## src/hw/rtl/bc3_dxt5_block_decoder_core_macros.svh

```systemverilog
// Assertion helpers shared by the BC3 decoder RTL.
// Each macro expects i_clk and i_rst_n in scope.
`ifndef BC3_DXT5_BLOCK_DECODER_CORE_MACROS_SVH
`define BC3_DXT5_BLOCK_DECODER_CORE_MACROS_SVH

// Check a property on every rising clock edge outside reset.
`define BC3_ASSERT_CLK(lbl, prop, msg) \
    lbl: assert property (@(posedge i_clk) disable iff (!i_rst_n) prop) \
        else $error(msg);

// Check that a condition implies a property in the same cycle.
`define BC3_ASSERT_IMPL(lbl, cond, prop, msg) \
    `BC3_ASSERT_CLK(lbl, (cond) |-> (prop), msg)

`endif

```

## src/hw/rtl/bc3_pkg.sv

```systemverilog
`default_nettype none

package bc3_pkg;

    // One color: [2] blue, [1] green, [0] red, so the packed vector is {b, g, r}.
    typedef logic [2:0][7:0] t_rgb;

    // Decoded palettes of one block plus its pixel indices.
    typedef struct packed {
        logic [7:0][7:0] apal;
        t_rgb [3:0]      cpal;
        logic [47:0]     aidx;
        logic [31:0]     cidx;
    } t_pal;

    localparam int AIDX_BITS = 3;
    localparam int CIDX_BITS = 2;
    localparam int COLS      = 4;

    // Reciprocals for truncating division, all scaled by 2^RECIP_SHIFT.
    localparam int          RECIP_SHIFT = 14;
    localparam logic [12:0] RECIP7      = 13'd2341;
    localparam logic [12:0] RECIP5      = 13'd3277;
    localparam logic [12:0] RECIP3      = 13'd5462;

    localparam logic [7:0] ALPHA_OPAQUE = 8'd255;
    localparam logic [7:0] ALPHA_CLEAR  = 8'd0;
    localparam logic [1:0] LAST_ROW     = 2'd3;

    // Widen RGB565 to 8 bits per channel by bit replication.
    function automatic t_rgb widen565(input logic [15:0] c);
        t_rgb w;
        w[0] = {c[15:11], c[15:13]};
        w[1] = {c[10:5], c[10:9]};
        w[2] = {c[4:0], c[4:2]};
        return w;
    endfunction

    // Quotient of x by the divisor with reciprocal m; exact for x < 256*divisor.
    function automatic logic [7:0] recip_div(input logic [10:0] x, input logic [12:0] m);
        logic [23:0] prod;
        prod = 24'(x) * 24'(m);
        return prod[RECIP_SHIFT + 7 : RECIP_SHIFT];
    endfunction

endpackage

`default_nettype wire

```

## src/hw/rtl/bc3_palette.sv

```systemverilog
`default_nettype none

module bc3_palette (
    input  wire logic          i_clk,
    input  wire logic          i_rst_n,
    input  wire logic          i_valid,
    output logic               o_stall,
    input  wire logic [63:0]   i_alpha_block,
    input  wire logic [63:0]   i_color_block,
    output logic               o_valid,
    input  wire logic          i_take,
    output bc3_pkg::t_pal      o_pal
);
    import bc3_pkg::*;

    `include "bc3_dxt5_block_decoder_core_macros.svh"

    // Stage A: raw block
    logic        r_a_valid;
    logic [63:0] r_a_alpha;
    logic [63:0] r_a_color;

    // Stage B: endpoint modes and weighted sums
    logic             r_b_valid;
    logic             r_b_amode;
    logic [7:0]       r_b_a0;
    logic [7:0]       r_b_a1;
    logic [5:0][10:0] r_b_asum;
    logic             r_b_cmode;
    t_rgb             r_b_e0;
    t_rgb             r_b_e1;
    logic [2:0][9:0]  r_b_s2;
    logic [2:0][9:0]  r_b_s3;
    logic [47:0]      r_b_aidx;
    logic [31:0]      r_b_cidx;

    // Stage C: finished palettes
    logic r_c_valid;
    t_pal r_c_pal;

    logic             n_amode;
    logic [5:0][10:0] n_asum;
    logic             n_cmode;
    t_rgb             n_e0;
    t_rgb             n_e1;
    logic [2:0][9:0]  n_s2;
    logic [2:0][9:0]  n_s3;
    t_pal             n_pal;

    logic w_a_ready;
    logic w_b_ready;
    logic w_c_ready;

    assign w_c_ready = !r_c_valid || i_take;
    assign w_b_ready = !r_b_valid || w_c_ready;
    assign w_a_ready = !r_a_valid || w_b_ready;
    assign o_stall   = !w_a_ready;
    assign o_valid   = r_c_valid;
    assign o_pal     = r_c_pal;

    // Stage B logic: weights per entry, per-channel sums.
    always_comb begin
        logic [10:0] a0;
        logic [10:0] a1;
        logic [10:0] w0;
        logic [10:0] wk;
        a0      = {3'b000, r_a_alpha[7:0]};
        a1      = {3'b000, r_a_alpha[15:8]};
        n_amode = r_a_alpha[7:0] > r_a_alpha[15:8];
        for (int i = 0; i < 6; i++) begin
            wk = 11'(i + 1);
            if (n_amode) begin
                w0 = 11'(6 - i);
            end else if (i < 4) begin
                w0 = 11'(4 - i);
            end else begin
                w0 = 11'd0;
            end
            n_asum[i] = w0 * a0 + wk * a1;
        end
        n_cmode = r_a_color[15:0] > r_a_color[31:16];
        n_e0    = widen565(r_a_color[15:0]);
        n_e1    = widen565(r_a_color[31:16]);
        for (int ch = 0; ch < 3; ch++) begin
            n_s2[ch] = n_cmode ? ({1'b0, n_e0[ch], 1'b0} + {2'b00, n_e1[ch]})
                               : ({2'b00, n_e0[ch]} + {2'b00, n_e1[ch]});
            n_s3[ch] = {2'b00, n_e0[ch]} + {1'b0, n_e1[ch], 1'b0};
        end
    end

    // Stage C logic: reciprocal divides and palette assembly.
    always_comb begin
        logic [12:0] am;
        am = r_b_amode ? RECIP7 : RECIP5;
        n_pal.apal[0] = r_b_a0;
        n_pal.apal[1] = r_b_a1;
        for (int i = 0; i < 6; i++) begin
            if (r_b_amode || i < 4) begin
                n_pal.apal[i + 2] = recip_div(r_b_asum[i], am);
            end else if (i == 4) begin
                n_pal.apal[i + 2] = ALPHA_CLEAR;
            end else begin
                n_pal.apal[i + 2] = ALPHA_OPAQUE;
            end
        end
        n_pal.cpal[0] = r_b_e0;
        n_pal.cpal[1] = r_b_e1;
        for (int ch = 0; ch < 3; ch++) begin
            n_pal.cpal[2][ch] = r_b_cmode ? recip_div({1'b0, r_b_s2[ch]}, RECIP3)
                                          : r_b_s2[ch][8:1];
            n_pal.cpal[3][ch] = r_b_cmode ? recip_div({1'b0, r_b_s3[ch]}, RECIP3)
                                          : 8'd0;
        end
        n_pal.aidx = r_b_aidx;
        n_pal.cidx = r_b_cidx;
    end

    always_ff @(posedge i_clk) begin
        if (!i_rst_n) begin
            r_a_valid <= 1'b0;
            r_b_valid <= 1'b0;
            r_c_valid <= 1'b0;
        end else begin
            if (w_a_ready) begin
                r_a_valid <= i_valid;
            end
            if (w_b_ready) begin
                r_b_valid <= r_a_valid;
            end
            if (w_c_ready) begin
                r_c_valid <= r_b_valid;
            end
        end
    end

    always_ff @(posedge i_clk) begin
        if (w_a_ready) begin
            r_a_alpha <= i_alpha_block;
            r_a_color <= i_color_block;
        end
        if (w_b_ready) begin
            r_b_amode <= n_amode;
            r_b_a0    <= r_a_alpha[7:0];
            r_b_a1    <= r_a_alpha[15:8];
            r_b_asum  <= n_asum;
            r_b_cmode <= n_cmode;
            r_b_e0    <= n_e0;
            r_b_e1    <= n_e1;
            r_b_s2    <= n_s2;
            r_b_s3    <= n_s3;
            r_b_aidx  <= r_a_alpha[63:16];
            r_b_cidx  <= r_a_color[63:32];
        end
        if (w_c_ready) begin
            r_c_pal <= n_pal;
        end
    end

    `BC3_ASSERT_CLK(a_pal_hold, (r_c_valid && !i_take) |=> (r_c_valid && $stable(r_c_pal)), "palette stage dropped or changed a held block")
    `BC3_ASSERT_CLK(a_sum_hold, (r_b_valid && !w_c_ready) |=> (r_b_valid && $stable(r_b_asum)), "sum stage overwritten while blocked")
    `BC3_ASSERT_CLK(a_raw_hold, (r_a_valid && !w_b_ready) |=> (r_a_valid && $stable(r_a_alpha)), "input stage overwritten while blocked")

endmodule

`default_nettype wire

```

## src/hw/rtl/bc3_dxt5_block_decoder_core.sv

```systemverilog
// Channel  | Direction | Handshake          | Payload
// ---------+-----------+--------------------+------------------------------------------
// block in | input     | i_valid / o_stall  | i_alpha_block[63:0], i_color_block[63:0]
// rows out | output    | o_valid / i_stall  | o_pixel_left/second/third/right[31:0],
//          |           |                    | o_row_number[1:0], o_last_row
//
// One block in becomes four row items out, top row first. The row serializer holds
// a block in the last palette stage until its last row moves into the output register.
// An accepted block passes palette stages A, B and C in turn before its first row
// loads the output register; later rows follow one per cycle while i_stall is low,
// and the palette stages can take further blocks meanwhile.
// Reset (synchronous, active low) clears every valid bit and the row counter.
// A stall on the output holds the output register; backpressure then climbs through
// the palette stages to o_stall, and no item is lost or repeated.
`default_nettype none

module bc3_dxt5_block_decoder_core (
    input  wire logic        i_clk,
    input  wire logic        i_rst_n,
    input  wire logic        i_valid,
    output logic             o_stall,
    input  wire logic [63:0] i_alpha_block,
    input  wire logic [63:0] i_color_block,
    output logic             o_valid,
    input  wire logic        i_stall,
    output logic [31:0]      o_pixel_left,
    output logic [31:0]      o_pixel_second,
    output logic [31:0]      o_pixel_third,
    output logic [31:0]      o_pixel_right,
    output logic [1:0]       o_row_number,
    output logic             o_last_row
);
    import bc3_pkg::*;

    `include "bc3_dxt5_block_decoder_core_macros.svh"

    logic w_pal_valid;
    logic w_pal_take;
    t_pal w_pal;

    // Palette build: input register, weighted sums, reciprocal divides.
    bc3_palette u_palette (
        .i_clk         (i_clk),
        .i_rst_n       (i_rst_n),
        .i_valid       (i_valid),
        .o_stall       (o_stall),
        .i_alpha_block (i_alpha_block),
        .i_color_block (i_color_block),
        .o_valid       (w_pal_valid),
        .i_take        (w_pal_take),
        .o_pal         (w_pal)
    );

    // Row serializer and output register.
    logic        w_mid_block;
    logic [1:0]  r_row_cnt;
    logic [1:0]  n_row_cnt;
    logic        r_d_valid;
    logic [3:0][31:0] r_d_pix;
    logic [3:0][31:0] n_d_pix;
    logic [1:0]  r_d_row;

    logic w_d_ready;
    logic w_emit;

    // Load the output register when it is empty or being taken.
    assign w_d_ready   = !r_d_valid || !i_stall;
    assign w_emit      = w_pal_valid && w_d_ready;
    // Release the palette block once its last row moves out.
    assign w_pal_take  = w_emit && (r_row_cnt == LAST_ROW);
    assign n_row_cnt   = r_row_cnt + 2'd1;
    assign w_mid_block = (r_row_cnt != 2'd0);

    // Look up the four pixels of the current row.
    always_comb begin
        logic [5:0] apos;
        logic [4:0] cpos;
        logic [2:0] ai;
        logic [1:0] ci;
        for (int col = 0; col < COLS; col++) begin
            apos = 6'({r_row_cnt, 2'(col)}) * 6'(AIDX_BITS);
            cpos = 5'({r_row_cnt, 2'(col)}) * 5'(CIDX_BITS);
            ai   = w_pal.aidx[apos +: AIDX_BITS];
            ci   = w_pal.cidx[cpos +: CIDX_BITS];
            n_d_pix[col] = {w_pal.apal[ai], w_pal.cpal[ci]};
        end
    end

    always_ff @(posedge i_clk) begin
        if (!i_rst_n) begin
            r_row_cnt <= 2'd0;
            r_d_valid <= 1'b0;
        end else begin
            if (w_emit) begin
                r_row_cnt <= n_row_cnt;
            end
            if (w_d_ready) begin
                r_d_valid <= w_pal_valid;
            end
        end
    end

    always_ff @(posedge i_clk) begin
        if (w_emit) begin
            r_d_pix <= n_d_pix;
            r_d_row <= r_row_cnt;
        end
    end

    assign o_valid        = r_d_valid;
    assign o_pixel_left   = r_d_pix[0];
    assign o_pixel_second = r_d_pix[1];
    assign o_pixel_third  = r_d_pix[2];
    assign o_pixel_right  = r_d_pix[3];
    assign o_row_number   = r_d_row;
    assign o_last_row     = (r_d_row == LAST_ROW);

    // A row counter past zero means a block is mid-serialization.
    `BC3_ASSERT_IMPL(a_row_has_block, w_mid_block, w_pal_valid, "row count with no block")
    // The counter always points at the row after the one on the output.
    `BC3_ASSERT_IMPL(a_row_order, r_d_valid, (r_row_cnt == 2'(r_d_row + 2'd1)), "row count off")
    // Every emitted row shows up on the output next cycle.
    `BC3_ASSERT_CLK(a_emit_lands, w_emit |=> (r_d_valid && (r_d_row == $past(r_row_cnt))), "row lost")

endmodule

`default_nettype wire

```

## config.mk

```make
export PLATFORM = sky130hd
export DESIGN_NAME = bc3_dxt5_block_decoder_core
export DESIGN_NICKNAME = d
export VERILOG_FILES = /design/src/hw/rtl/bc3_pkg.sv /design/src/hw/rtl/bc3_palette.sv /design/src/hw/rtl/bc3_dxt5_block_decoder_core.sv
export VERILOG_INCLUDE_DIRS = /design/src /design/src/hw/rtl
export SDC_FILE = /design/constraint.sdc
export NUM_CORES = 2
export LEC_CHECK = 0
export BUFFER_PORTS_ARGS = -buffer_cell sky130_fd_sc_hd__buf_4
export CAP_MARGIN = 15
export CORE_ASPECT_RATIO = 1.2
export CORE_MARGIN = 5
export CORE_UTILIZATION = 50
export DETAILED_ROUTE_END_ITERATION = 10
export PLACE_DENSITY = 0.66
export SYNTH_ARGS = -nofsm -noshare
export SYNTH_HDL_FRONTEND = slang
export SYNTH_SLANG_ARGS = --single-unit
```

## constraint.sdc

```tcl
create_clock -name i_clk -period 7.5 [get_ports i_clk]
set_input_delay 0.375 -clock i_clk [delete_from_list [all_inputs] [get_ports i_clk]]
set_output_delay 0.375 -clock i_clk [all_outputs]
set_load 0.01 [all_outputs]
```

==> results.cfg <==
[sta]
hold_slack_ns = 0.378
period_share = 0.855
max_freq_ghz = 0.156
drv_slew = 0
rsz0062_at_grt = false
worst_slew_pin_slew_ns = 1.06
slew_headroom = 0.293
final_hold_viol_count = 0
tns_ns = 0
min_period_ns = 6.41
clock_skew_ns = 0.0606
setup_viol = 0

[synth]
netlist_top_cells_area = edfxtp_1 (36%), ha_1 (19%), fa_1 (17%)
yosysWarnings = 0
synth_ff_type = edfxtp_1
synth.largest_area_cell = edfxtp_1
postSynthAreaPerCell_um2 = 12.7
syn-instance-count = 4738
synth-edff-count = 729
netlist_top_cells_count = ha_1 (902), inv_1 (807), edfxtp_1 (729)
ys_ff_latch = 735
synth_cell_types = 66
yosysSeqAreaShare = 0.367
synth_area_mm2 = 0.0600
synthArstFlopShare = 0
yosysMostFrequentCell = ha_1
synth_top_area_frac = 0.365

[critical_path]
cp-start-kind = flop
worstPathArrival_ns = 6.77
r2r-start = u_palette.r_b_amode
required_ns = 7.86
cp-end-kind = flop
crit_fanout = 13
regToRegSetupSlack_ns = 1.09
rr_endpoint = u_palette.o_pal[236]
rr_worst_depth = 19
crit_type = reg2reg

[min_path]
min_path_cells = 0
holdPathEnd = u_palette.r_b_aidx[35]
hold_path.class = reg2reg
min-delay-start = u_palette.r_a_alpha[51]

[global_routing]
grtUsageTotal = 0.221
grt_start_max_net_pins = 160
overflow = 0
grt_pass1_vias = 39700
antenna_found_initial = 2
grt_pass1_wl_um = 219000

[placement]
dpl.cell_count = 6559
port_buffers = 264
dp_hpwl_um = 107000
gp_congestion = 0.896

[drt]
routed_wl_um = 138000
antenna_left = 0
vias = 36800
vias_per_cell = 5.38
drt_iter0_markers = 1940
routedWlPerCell_um = 20.2
firstDrtPassIters = 5
drc = 0

[floorplan]
core_area_mm2 = 0.119
start_util = 0.502
io_pins = 265
dieWidth_um = 326
fp.dieArea_mm2 = 0.127
dieHeight_um = 389
rows = 139

[clock_network]
clk_latency_ns = 0.70
path_clk_slew_ns = 0.07
cts_root_buffer = clkbuf_16
cts_inserted_buffers = 79
cts_num_sinks = 735
clockBufferDepth = 3
cts_tree = yes
h-tree-depth = 3
postCtsSetupRepairBufs = 0

[finish]
diodes = 0
regArea_mm2 = 0.0220
nets = 6772
post-route-util = 0.571
area_delta_synth_final_pct = 13.8
nFillCells = 9782
drive_above_1_share = 0.118
multiInputGateArea_mm2 = 0.0349
finalNonFillerCells = 6837

[status]
status = completed

[run]
drv_cap = 0
-- how the worst max path moves through the flow --
| stage | slack, ns | startpoint | depth (start not counted) | to |
|---|---|---|---|---|
| 2_1_floorplan | 0.60 | r_row_cnt[0] | 3 | u_palette.n_pal[100] |
| 3_3_place_gp | 1.14 | u_palette.r_b_amode | 21 | u_palette.o_pal[236] |
| 3_5_place_dp | 1.07 | u_palette.r_b_amode | 21 | u_palette.o_pal[196] |
| 4_1_cts | 1.08 | u_palette.r_b_amode | 19 | u_palette.o_pal[236] |
| 5_1_grt | 0.73 | u_palette.r_b_amode | 20 | u_palette.o_pal[231] |
| 6_report | 1.09 | u_palette.r_b_amode | 19 | u_palette.o_pal[236] |
-- metal layers --
| layer | GRT usage | wire (µm) |
|---|---|---|
| met4 | 0.0738 | 4880 |
| met3 | 0.0310 | 6090 |
| met2 | 0.396 | 70300 |
| met1 | 0.278 | 56600 |
| met5 | 0 | 13 |
-- placed cells by master, fill, tap and decap left out, types with 44 or more instances in the layout --
cell type | Yosys | final
and2_1 | 47 | 46
mux4_2 | 116 | 116
ha_1 | 902 | 902
inv_1 | 807 | 806
o21ai_0 | 72 | 72
mux2_2 | 49 | 49
nand2_1 | 148 | 147
nor2b_1 | 84 | 84
a211oi_1 | 44 | 44
a21oi_1 | 229 | 228
fa_1 | 517 | 517
clkbuf_16 | 0 | 79
nor2_1 | 133 | 133
mux2i_1 | 93 | 93
a21o_1 | 67 | 67
buf_4 | 2 | 292
dlygate4sd3_1 | 0 | 132
xnor2_1 | 197 | 197
xor2_1 | 64 | 64
edfxtp_1 | 729 | 729
conb_1 | 2 | 70
-- layout make-up --
class	instances	share of cell area
flip-flops and latches	735	0.322
clock inverters	53	0.0118
clock buffers	93	0.0299
inverters	807	0.0445
multi-input cells	3171	0.511
well taps	1551	0.0284
repair buffers	427	0.0523
-- logic make-up after synthesis --
group                      after synthesis  share of synthesized area
adders and majority gates             1420                      0.361
buffers and inverters                  900                     0.0568
DFF                                    735                      0.367
and+or+nand+nor                        602                     0.0506
AOI/OAI and AO/OA                      560                     0.0586
xor gates and xnor gates               261                     0.0381
muxes                                  258                     0.0683
other                                    2                   0.000125
-- through the flow --
step                      worst slack (ns)  instance area, µm²
after global placement                1.14               64100
after floorplan                      0.603               60300
final                                 1.09               68300
after global routing                 0.733               68300
after CTS                             1.08               68300
after detailed placement              1.07               64100
-- sequential cells by signal, indices dropped and copies added (netlist names), 32 cells and up --
register,cells
o_pixel_third,32
o_pixel_right,32
o_pixel_left,32
u_palette.r_a_color,64
u_palette.r_a_alpha,64
u_palette.r_b_cidx,32
o_pixel_second,32
u_palette.r_b_aidx,48
u_palette.r_b_asum,62
u_palette.o_pal,224
-- what timing repair did --
action	4_1_cts	5_1_grt
hold buffers	132	0
endpoints found under the hold margin	134	0
gates resized for setup	0	0
-- critical path, cell delays in order, from the launching register on --
cell       delay, ns
edfxtp_1        0.56
inv_1           0.50
nand2_1         0.22
nand2_1         0.11
ha_1            0.23
inv_1           0.08
fa_1            0.45
fa_1            0.54
inv_1           0.05
fa_1            0.45
fa_1            0.39
ha_1            0.32
a21o_1          0.19
a211o_1         0.30
a2111oi_0       0.63
o21ai_1         0.25
and3_1          0.23
or2_2           0.30
a211oi_1        0.23
o21ai_0         0.10
Power is not shown: default switching activity piles up to over one toggle a cycle in this logic, so the estimate is an artifact.
